$ cat src/hdl/ihb_pkg.sv
// ihb_pkg: shared types, constants and register indexes for the ipv4 header builder
// used by ihb_cfg, ihb_calc and ipv4_header_build_route_unit; no dependencies
`default_nettype none

package ihb_pkg;

    // header constants
    localparam logic [7:0]  VER_IHL   = 8'h45;
    localparam logic [15:0] HDR_BYTES = 16'd20;

    // configuration register indexes
    localparam int          CFG_IDX_W        = 2;
    localparam logic [1:0]  CFG_LOCAL_ADDR   = 2'd0;
    localparam logic [1:0]  CFG_SUBNET_MASK  = 2'd1;
    localparam logic [1:0]  CFG_GATEWAY_ADDR = 2'd2;
    localparam logic [1:0]  CFG_PACKET_TTL   = 2'd3;

    // reset values
    localparam logic [31:0] RST_LOCAL_ADDR   = 32'h0000_0000;
    localparam logic [31:0] RST_SUBNET_MASK  = 32'hFFFF_FF00;
    localparam logic [31:0] RST_GATEWAY_ADDR = 32'h0000_0000;
    localparam logic [7:0]  RST_PACKET_TTL   = 8'd64;

    // request type codes
    localparam logic REQ_SEND  = 1'b0;
    localparam logic REQ_REPLY = 1'b1;

    typedef struct packed {
        logic [31:0] local_addr;
        logic [31:0] subnet_mask;
        logic [31:0] gateway_addr;
        logic [7:0]  packet_ttl;
    } t_cfg;

    typedef struct packed {
        logic        req_type;
        logic [31:0] dest_addr;
        logic [15:0] payload_len;
        logic [7:0]  protocol;
        logic [7:0]  tos;
    } t_req;

    typedef struct packed {
        logic [15:0] ip_length;
        logic [7:0]  header_tos;
        logic [7:0]  header_ttl;
        logic [31:0] header_dest;
        logic [15:0] header_checksum;
        logic [31:0] next_hop_addr;
        logic        via_gateway;
    } t_hdr;

endpackage

`default_nettype wire

$ cat src/hdl/ihb_cfg.sv
// ihb_cfg: configuration register file (local address, mask, gateway, ttl)
// depends on ihb_pkg
`default_nettype none

module ihb_cfg (
    input  wire logic                        i_clk,
    input  wire logic                        i_rst_n,
    input  wire logic                        i_wr_en,
    input  wire logic [ihb_pkg::CFG_IDX_W-1:0] i_wr_index,
    input  wire logic [31:0]                 i_wr_data,
    output ihb_pkg::t_cfg                    o_cfg
);

    ihb_pkg::t_cfg r_cfg;
    ihb_pkg::t_cfg n_cfg;

    always_comb begin
        n_cfg = r_cfg;
        if (i_wr_en) begin
            case (i_wr_index)
                ihb_pkg::CFG_LOCAL_ADDR:   n_cfg.local_addr   = i_wr_data;
                ihb_pkg::CFG_SUBNET_MASK:  n_cfg.subnet_mask  = i_wr_data;
                ihb_pkg::CFG_GATEWAY_ADDR: n_cfg.gateway_addr = i_wr_data;
                ihb_pkg::CFG_PACKET_TTL:   n_cfg.packet_ttl   = i_wr_data[7:0];
                default:                   n_cfg = r_cfg;
            endcase
        end
    end

    always_ff @(posedge i_clk) begin
        if (!i_rst_n) begin
            r_cfg.local_addr   <= ihb_pkg::RST_LOCAL_ADDR;
            r_cfg.subnet_mask  <= ihb_pkg::RST_SUBNET_MASK;
            r_cfg.gateway_addr <= ihb_pkg::RST_GATEWAY_ADDR;
            r_cfg.packet_ttl   <= ihb_pkg::RST_PACKET_TTL;
        end else begin
            r_cfg <= n_cfg;
        end
    end

    assign o_cfg = r_cfg;

endmodule

`default_nettype wire

$ cat src/hdl/ihb_calc.sv
// ihb_calc: header field build, route decision and ones-complement checksum
// purely combinational; depends on ihb_pkg
`default_nettype none

module ihb_calc (
    input  ihb_pkg::t_cfg i_cfg,
    input  ihb_pkg::t_req i_req,
    output ihb_pkg::t_hdr o_hdr
);

    logic        is_reply;
    logic [15:0] tlen;
    logic [7:0]  tos_out;
    logic        on_subnet;
    logic [18:0] sum_raw;
    logic [16:0] sum_fold1;
    logic [15:0] sum_fold2;

    assign is_reply  = (i_req.req_type == ihb_pkg::REQ_REPLY);
    assign tlen      = i_req.payload_len + ihb_pkg::HDR_BYTES;   // wraps mod 2^16
    assign tos_out   = is_reply ? i_req.tos : 8'd0;
    assign on_subnet = (((i_req.dest_addr ^ i_cfg.local_addr) & i_cfg.subnet_mask) == 32'd0);

    // seven nonzero header words, checksum and fragment words taken as zero
    assign sum_raw = 19'({ihb_pkg::VER_IHL, tos_out})
                   + 19'(tlen)
                   + 19'({i_cfg.packet_ttl, i_req.protocol})
                   + 19'(i_cfg.local_addr[31:16])
                   + 19'(i_cfg.local_addr[15:0])
                   + 19'(i_req.dest_addr[31:16])
                   + 19'(i_req.dest_addr[15:0]);

    // two end-around folds are enough for a 19-bit sum
    assign sum_fold1 = 17'(sum_raw[15:0]) + 17'(sum_raw[18:16]);
    assign sum_fold2 = sum_fold1[15:0] + 16'(sum_fold1[16]);

    always_comb begin
        o_hdr.ip_length       = tlen;
        o_hdr.header_tos      = tos_out;
        o_hdr.header_ttl      = i_cfg.packet_ttl;
        o_hdr.header_dest     = i_req.dest_addr;
        o_hdr.header_checksum = ~sum_fold2;
        if (is_reply || on_subnet) begin
            o_hdr.next_hop_addr = i_req.dest_addr;
            o_hdr.via_gateway   = 1'b0;
        end else begin
            o_hdr.next_hop_addr = i_cfg.gateway_addr;
            o_hdr.via_gateway   = 1'b1;
        end
    end

endmodule

`default_nettype wire

$ cat src/hdl/ipv4_header_build_route_unit.sv
// ipv4_header_build_route_unit: top level of the ipv4 header builder with next-hop routing
// depends on ihb_pkg, ihb_cfg and ihb_calc
`default_nettype none

// One request in, one header result out, one transaction per clock sustained
// while the downstream side does not stall. A request is captured in the
// input register, the header fields, route decision and checksum are formed
// by a single combinational pass (ihb_calc), and the result lands in the output
// register. A register loads when empty or its content moves on, so a new
// request is taken while the previous result waits at the output; o_in_stall
// rises only when both stages hold data and the downstream side is stalling.
// Configuration writes are taken every cycle (o_cfg_ready is tied high) and
// must only happen while no request is in flight. A send (req_type 0) gets tos
// 0 and goes to the gateway when the destination is off the local subnet; a
// reply keeps the received tos and always resolves the destination itself.
module ipv4_header_build_route_unit (
    input  wire logic                          i_clk,
    input  wire logic                          i_rst_n,
    // configuration write channel
    input  wire logic                          i_cfg_valid,
    output wire logic                          o_cfg_ready,
    input  wire logic [ihb_pkg::CFG_IDX_W-1:0] i_cfg_index,
    input  wire logic [31:0]                   i_cfg_data,
    // request channel
    input  wire logic                          i_in_valid,
    output wire logic                          o_in_stall,
    input  wire logic                          i_req_type,
    input  wire logic [31:0]                   i_dest_addr,
    input  wire logic [15:0]                   i_payload_len,
    input  wire logic [7:0]                    i_protocol,
    input  wire logic [7:0]                    i_tos,
    // result channel
    output wire logic                          o_out_valid,
    input  wire logic                          i_out_stall,
    output wire logic [15:0]                   o_ip_length,
    output wire logic [7:0]                    o_header_tos,
    output wire logic [7:0]                    o_header_ttl,
    output wire logic [31:0]                   o_header_dest,
    output wire logic [15:0]                   o_header_checksum,
    output wire logic [31:0]                   o_next_hop_addr,
    output wire logic                          o_via_gateway
);

    ihb_pkg::t_cfg cfg;
    ihb_pkg::t_hdr calc_hdr;

    // pipeline registers
    logic          r_s1_valid;
    ihb_pkg::t_req r_s1_req;
    logic          r_s2_valid;
    ihb_pkg::t_hdr r_s2_hdr;

    logic s2_load_en;   // output stage can take a new value
    logic s1_load_en;   // input stage can take a new value
    logic in_xact;      // request transaction this cycle

    // config is always writable
    assign o_cfg_ready = 1'b1;

    ihb_cfg u_cfg (
        .i_clk      (i_clk),
        .i_rst_n    (i_rst_n),
        .i_wr_en    (i_cfg_valid),
        .i_wr_index (i_cfg_index),
        .i_wr_data  (i_cfg_data),
        .o_cfg      (cfg)
    );

    // stage advance: a stage loads when it is empty or its content moves on
    assign s2_load_en = !r_s2_valid || !i_out_stall;
    assign s1_load_en = !r_s1_valid || s2_load_en;
    assign o_in_stall = !s1_load_en;
    assign in_xact    = i_in_valid && s1_load_en;

    // input register
    always_ff @(posedge i_clk) begin
        if (!i_rst_n) begin
            r_s1_valid <= 1'b0;
        end else if (s1_load_en) begin
            r_s1_valid <= i_in_valid;
        end
    end

    always_ff @(posedge i_clk) begin
        if (in_xact) begin
            r_s1_req.req_type    <= i_req_type;
            r_s1_req.dest_addr   <= i_dest_addr;
            r_s1_req.payload_len <= i_payload_len;
            r_s1_req.protocol    <= i_protocol;
            r_s1_req.tos         <= i_tos;
        end
    end

    // header build, route and checksum in one pass
    ihb_calc u_calc (
        .i_cfg (cfg),
        .i_req (r_s1_req),
        .o_hdr (calc_hdr)
    );

    // result register
    always_ff @(posedge i_clk) begin
        if (!i_rst_n) begin
            r_s2_valid <= 1'b0;
        end else if (s2_load_en) begin
            r_s2_valid <= r_s1_valid;
        end
    end

    always_ff @(posedge i_clk) begin
        if (s2_load_en && r_s1_valid) begin
            r_s2_hdr <= calc_hdr;
        end
    end

    assign o_out_valid       = r_s2_valid;
    assign o_ip_length       = r_s2_hdr.ip_length;
    assign o_header_tos      = r_s2_hdr.header_tos;
    assign o_header_ttl      = r_s2_hdr.header_ttl;
    assign o_header_dest     = r_s2_hdr.header_dest;
    assign o_header_checksum = r_s2_hdr.header_checksum;
    assign o_next_hop_addr   = r_s2_hdr.next_hop_addr;
    assign o_via_gateway     = r_s2_hdr.via_gateway;

`ifndef SYNTHESIS
    // only a send is routed via the gateway, and sends carry tos zero
    a_gw_tos_zero: assert property (@(posedge i_clk) disable iff (!i_rst_n)
        (r_s2_valid && r_s2_hdr.via_gateway) |-> (r_s2_hdr.header_tos == 8'd0))
        else $error("gateway-routed header with nonzero tos");

    // direct delivery resolves the header destination itself
    a_direct_hop: assert property (@(posedge i_clk) disable iff (!i_rst_n)
        (r_s2_valid && !r_s2_hdr.via_gateway)
            |-> (r_s2_hdr.next_hop_addr == r_s2_hdr.header_dest))
        else $error("direct next hop differs from header destination");

    // the input side never stalls while the input register is empty
    a_no_idle_stall: assert property (@(posedge i_clk) disable iff (!i_rst_n)
        o_in_stall |-> (r_s1_valid && r_s2_valid))
        else $error("request stalled with a free pipeline stage");
`endif

endmodule

`default_nettype wire

$ cat config.mk
export PLATFORM = sky130hd
export DESIGN_NAME = ipv4_header_build_route_unit
export DESIGN_NICKNAME = d
export VERILOG_FILES = /design/src/hdl/ihb_pkg.sv /design/src/hdl/ihb_cfg.sv /design/src/hdl/ihb_calc.sv /design/src/hdl/ipv4_header_build_route_unit.sv
export SDC_FILE = /design/constraint.sdc
export NUM_CORES = 1
export LEC_CHECK = 0
export BUFFER_PORTS_ARGS = -buffer_cell sky130_fd_sc_hd__clkbuf_2
export CAP_MARGIN = 0
export CORE_MARGIN = 2
export CORE_UTILIZATION = 35
export CTS_CLUSTER_DIAMETER = 50
export CTS_CLUSTER_SIZE = 8
export DETAILED_ROUTE_END_ITERATION = 10
export PLACE_DENSITY = 0.58
export SLEW_MARGIN = 30
export SYNTH_ARGS = -nofsm -noshare
export SYNTH_HDL_FRONTEND = slang
export SYNTH_HIERARCHICAL = 1
export SYNTH_SLANG_ARGS = --single-unit
$ cat constraint.sdc
create_clock -name i_clk -period 17.5 [get_ports i_clk]
set_clock_uncertainty 0.1 [all_clocks]
set_input_delay 5.25 -clock i_clk [delete_from_list [all_inputs] [get_ports i_clk]]
set_output_delay 5.25 -clock i_clk [all_outputs]
set_load 0.1 [all_outputs]
==> reports/metrics.csv, run 1 <==
stage;metric;value;unit
pwr;leakage;7.484;nW
place;hpwlAfterDp;28.55;mm
clocking;h-tree-depth;2;
pwr;p_comb_share;42.8;%
global_route;grt_antenna_before_repair;5;
clocking;cts_tree;done;
global_route;grt_max_degree;90;
timing;drv_slew;0;
global_route;grt_usage;17.90;%
clocking;cts_num_sinks;284;
floorplanning;io_pins;220;
logic_synthesis;seq_area_frac_synth;51.03;%
timing;fmax;87.59;MHz
pwr;internal-power;1.742;mW
cells_and_area;drive_gt1_share;22.84;%
cells_and_area;final_nets;1612;
pwr;power.density;169.3;nW/µm²
global_route;grt_pass1_vias;9724;
clocking;post_cts_buffers;0;
pwr;pwr-share-clk;29.0;%
global_route;grt_pass1_wl;58.35;mm
logic_synthesis;async_flop_share;0;%
logic_synthesis;synth_edf_count;178;
global_route;grt_remaining_overflow;0;
clocking;cts_made_buffers;46;
timing;period_share;65.24;%
timing;setup_viol;0;
clocking;cts_buffer_depth;3;
logic_synthesis;ys_warn_count;6;
logic_synthesis;synth.most_common_cell;edfxtp_1;
critical_path;path_cells;clkbuf_2 -> and3_4 -> clkbuf_2;
logic_synthesis;syn_area_per_cell;11.98;µm²
clocking;clk_latency;0.58;ns
place;io_buffers;218;
pwr;vdd_drop_max;0.00006867;V
timing;finalWorstSetupSlack;6.084;ns
pwr;p_switching;1.184;mW
detailed_routing;wl_per_cell;19.79;µm
place;globalplace.congestion;0.8572;
critical_path;arrival;6.07;ns
detailed_routing;drt_iter0_markers;578;
detailed_routing;drtAntennaViolNets;0;
clocking;clk_pin_slew;0.05;ns
logic_synthesis;syn_inst;1221;
pwr;p_seq_share;28.2;%
cells_and_area;area_delta_synth_final;18.09;%
timing;hold_violations;0;
floorplanning;die_w;208.5;µm
timing;tns;0;ns
logic_synthesis;synth_cell_types;77;
job;maxCapViolCount;0;
detailed_routing;drc;0;
logic_synthesis;synth_top_area_cell;edfxtp_1;
floorplanning;die_h;208.5;µm
floorplanning;initial_core_util;35.67;%
timing;grt_setup_unrepaired;no;
critical_path;critPathMaxStageDelay;0.46;ns
detailed_routing;viasPerCell;4.799;
floorplanning;dieArea;43460;µm²
critical_path;crit_path_start_kind;primary input;
timing;post-route-min-period;11.42;ns
detailed_routing;totalWireLength;38.98;mm
outcome;run_status;complete, no violations;
clocking;post_cts_resized;0;
clocking;cts_hold_buffers;0;
logic_synthesis;synth.net_count;1431;
clocking;ctsRootBufferMaster;clkbuf_16;
pwr;p_sw_share;40.45;%
floorplanning;core_area;41020;µm²
critical_path;cp_slowest_cell;clkbuf_2;
logic_synthesis;synth-main-ff-cell;edfxtp_1;
timing;tightest_slew;0.8791;ns
critical_path;crit_type;primary input to primary output;
place;dpl_worst_slack;6.086;ns
critical_path;endpoint_kind;primary output;
critical_path;crit_path_frequent_cell;clkbuf_2;
logic_synthesis;yosysTopAreaCellShare;36.53;%
cells_and_area;num-fill-cells;3876;
detailed_routing;vias;9454;
worst_hold_path;hold_class;flip-flop to flip-flop;
detailed_routing;drt-pass1-iter-count;5;
logic_synthesis;netlist_area;14630;µm²
critical_path;cp.required;12.15;ns
logic_synthesis;synthTopCellsByCount;edfxtp_1, inv_1, nand2_1;
timing;slew_headroom;40.57;%
logic_synthesis;ys_ff_latch;284;
critical_path;crit_fanout;3;
logic_synthesis;ys_top_cells_by_area;edfxtp_1, dfxtp_1, fa_1;
floorplanning;placementRows;74;
[power groups by stage]
| stage | combinational, mW | sequential [mW] | clock (mW) |
|---|---|---|---|
| floorplan | 0.785 | 1.05 | 0 |
| detailed placement | 1.24 | 0.837 | 0 |
| finish | 1.25 | 0.824 | 0.849 |
| CTS | 1.25 | 0.825 | 0.870 |
| global placement | 1.23 | 0.837 | 0 |
| global route | 1.38 | 0.829 | 0.901 |
[per-layer routing]
layer | GRT usage [%] | vias up | wire, µm
li1 | - | 4496 | -
met1 | 24.07 | 4628 | 17780
met2 | 28.35 | 267 | 17900
met3 | 4.438 | 57 | 2382
met4 | 5.780 | 6 | 868
met5 | 0 | - | 43
[cells in the final DEF, fill, tap and decap left out, types with 3 or more instances in the layout]
cell       instances
xnor2_1           24
clkbuf_16         47
nor2b_1            5
clkbuf_2         217
o21ai_0           20
dfxtp_1          106
nor3b_1            3
nand4_1            7
fa_1              71
nand2b_1           4
buf_4              7
o31ai_1            3
and3_1             6
nand4b_1          25
nand2_1          147
a211oi_1           4
nor3_1             3
o211ai_1          26
nor2_1            21
inv_1            170
mux2_2            24
buf_6              3
o21a_1             5
and4_1             3
edfxtp_1         178
ha_1              35
a22oi_1           16
mux2i_1           80
a21o_1             3
and2_1             6
clkbuf_1          23
xor2_1            46
a21oi_1           22
nand3_1           11
[cell type report]
class	count	area, µm²	share of cell area (%)
Inverter	170	638.1	3.693
Timing Repair Buffer	227	1172	6.785
Antenna cell	2	5.005	0.02896
Tap cell	532	665.6	3.852
Clock inverter	11	161.4	0.9341
Sequential cell	284	7467	43.21
Clock buffer	71	1276	7.386
Multi-Input combinational cell	673	5893	34.11
[final timing paths]
check | slack [ns] | start | cells past startpoint | to
setup / recovery | 6.08 | i_out_stall | 3 | o_in_stall
hold / removal | 0.35 | u_cfg/o_cfg[15] | 2 | u_cfg/o_cfg[15]
setup reg to reg | 7.36 | r_s1_req[18] | 35 | o_header_checksum[12]
hold reg to reg | 0.35 | u_cfg/o_cfg[15] | 2 | u_cfg/o_cfg[15]
[per-stage QoR]
step	cells	area, µm²	hold WS [ns]	power [mW]	util [%]
floorplan	1221	14630	0.3344	1.833	-
global placement	1885	15810	0.3352	2.069	38.55
detailed placement	1886	15830	0.3430	2.080	38.59
CTS	1968	17260	0.3560	2.944	42.09
global route	1968	17270	0.3697	3.108	42.11
finish	1970	17280	0.3547	2.926	42.13
[logic make-up after synthesis]
group | synth area share, %
xor+xnor | 4.344
fa+ha+maj | 12.71
flops | 51.03
compound gates | 6.277
simple gates | 9.338
mux | 7.320
other cells | 0.02563
buf+inv | 8.953
[worst max-delay path: cells and delay by family]
kind | cells | cell delay, ns
buffers and inverters | 2 | 0.59
AND/OR/NAND/NOR | 1 | 0.22
[registers in the layout (all words and copies together) (netlist names)]
signal	count
o_header_checksum	16
o_header_dest	32
o_header_tos	8
o_header_ttl	8
o_ip_length	16
o_next_hop_addr	32
o_out_valid	1
o_via_gateway	1
r_s1_req	65
r_s1_valid	1
u_cfg/o_cfg	104
Power figures use the tool's default switching activity.
==> run 2, diff against run 1 <==
- clock period: 17.5 -> 11.5 ns (I/O delays scaled with it)
==> run 2 against run 1 <==
Clock power increased by 48%. First-iteration DRC count decreased by 3.8%. Non-clock buffer count unchanged. Register-to-register slack got worse by 5.5 ns. Clock-buffer cell count increased by 5. Final area decreased by 0.35%. Worst setup slack got worse by 4.2 ns. Global-route usage increased by 0.12 points. Critical path type is now flip-flop to flip-flop. Critical path depth increased by 32. Via count decreased by 0.42%. Highest routed layer unchanged. Die area unchanged.
==> reports/metrics.csv, run 2 (same netlist as run 1, synthesis figures left out) <==
stage;metric;value;unit
outcome;run_status;complete, no violations;
clocking;cts_made_buffers;45;
timing;slew_headroom;39.91;%
timing;hold_violations;0;
place;hpwlAfterDp;29.48;mm
timing;grt_setup_unrepaired;no;
critical_path;crit_path_start_kind;flip-flop;
cells_and_area;largest_register_ffs;104;
cells_and_area;final_nets;1611;
pwr;pwr-share-clk;28.3;%
place;io_buffers;218;
floorplanning;placementRows;74;
clocking;cts_num_sinks;284;
clocking;cts_hold_buffers;0;
pwr;p_switching;1.819;mW
pwr;p_sw_share;40.75;%
pwr;vdd_drop_max;0.0001201;V
critical_path;cp_slowest_cell;fa_1;
timing;tns;0;ns
job;maxCapViolCount;0;
critical_path;critPathMaxStageDelay;0.54;ns
place;globalplace.congestion;0.8622;
cells_and_area;multiInputGateArea;5893;µm²
global_route;grt_antenna_before_repair;4;
floorplanning;die_w;208.5;µm
detailed_routing;drt-pass1-iter-count;5;
detailed_routing;totalWireLength;39.65;mm
global_route;grt_usage;18.02;%
cells_and_area;drive_gt1_share;22.62;%
clocking;clk_latency;0.56;ns
global_route;grt_max_degree;114;
detailed_routing;vias;9414;
critical_path;crit_path_frequent_cell;fa_1;
pwr;power.density;259.2;nW/µm²
pwr;finalPower;4.463;mW
critical_path;crit_type;flip-flop to flip-flop;
detailed_routing;drt_iter0_markers;556;
timing;drv_slew;0;
clocking;clk_pin_slew;0.05;ns
timing;tightest_slew;0.9014;ns
timing;setup_viol;0;
detailed_routing;drtAntennaViolNets;0;
global_route;grt_remaining_overflow;0;
floorplanning;initial_core_util;35.67;%
clocking;cts_buffer_depth;3;
critical_path;cp.required;11.68;ns
critical_path;arrival;9.83;ns
global_route;grt_pass1_wl;58.20;mm
cells_and_area;area_delta_synth_final;17.68;%
timing;period_share;83.93;%
floorplanning;io_pins;220;
detailed_routing;viasPerCell;4.774;
pwr;p_comb_share;43.7;%
cells_and_area;final_common_cell;clkbuf_2;
floorplanning;core_area;41020;µm²
timing;fmax;103.6;MHz
floorplanning;die_h;208.5;µm
clocking;h-tree-depth;2;
critical_path;endpoint_kind;flip-flop;
floorplanning;dieArea;43460;µm²
critical_path;crit_fanout;9;
global_route;grt_pass1_vias;9567;
detailed_routing;drc;0;
clocking;post_cts_buffers;0;
detailed_routing;wl_per_cell;20.10;µm
cells_and_area;design_area;17220;µm²
cells_and_area;layout_common_cells;clkbuf_2, edfxtp_1, inv_1;
place;postPlaceCellArea;15830;µm²
worst_hold_path;hold_class;flip-flop to flip-flop;
pwr;internal-power;2.644;mW
clocking;ctsRootBufferMaster;clkbuf_16;
pwr;p_seq_share;28.1;%
clocking;cts_tree;done;
clocking;post_cts_resized;0;
timing;post-route-min-period;9.652;ns
timing;holdWs;0.3558;ns
pwr;leakage;7.455;nW
cells_and_area;num-fill-cells;3901;
cells_and_area;ff_latch_area;7467;µm²
==> run 2: layout make-up <==
class | instances | share of cell area (%)
diodes | 3 | 0.04360
clock buffers | 76 | 7.397
multi-input cells | 673 | 34.22
inverters | 170 | 3.706
flip-flops and latches | 284 | 43.37
repair buffers | 227 | 6.816
clock inverters | 7 | 0.5813
well taps | 532 | 3.866
==> run 2: path summary, 6_finish.rpt <==
kind	startpoint	end	slack [ns]	cells after the start
max	r_s1_req[18]	o_header_checksum[12]	1.85	35
max reg2reg	r_s1_req[18]	o_header_checksum[12]	1.85	35
min reg2reg	r_s1_req[17]	o_ip_length[1]	0.36	0
min	r_s1_req[17]	o_ip_length[1]	0.36	0
==> run 2: power groups by stage <==
stage               Clock (mW)  Sequential, mW  Combinational (mW)
floorplan                    0            1.59                1.19
global placement             0            1.27                1.93
detailed placement           0            1.27                1.93
CTS                       1.29            1.25                1.94
global route              1.33            1.26                2.13
finish                    1.26            1.25                1.95
==> run 2: worst max-delay path: cells and delay by family, from the launching register on <==
kind | cells | cell delay [ns]
simple gates | 11 | 2.39
flops | 1 | 0.42
compound gates | 10 | 2.41
xor+xnor | 3 | 0.41
fa+ha+maj | 9 | 3.52
buf+inv | 2 | 0.09
==> run 2: routing by layer <==
metal  vias up  track usage, %  wire [µm]
met5         -               0         23
met4         4           5.954        959
met3        64           4.257       2109
met2       246           29.34      18560
met1      4599           23.64      18000
li1       4501               -          -
==> run 2: through the flow <==
step	setup slack [ns]	cells	util [%]
6_report	1.848	1972	41.98
5_1_grt	1.139	1969	41.96
4_1_cts	1.896	1969	41.95
3_5_place_dp	1.944	1886	38.60
3_3_place_gp	2.164	1886	38.60
2_1_floorplan	2.006	1221	-
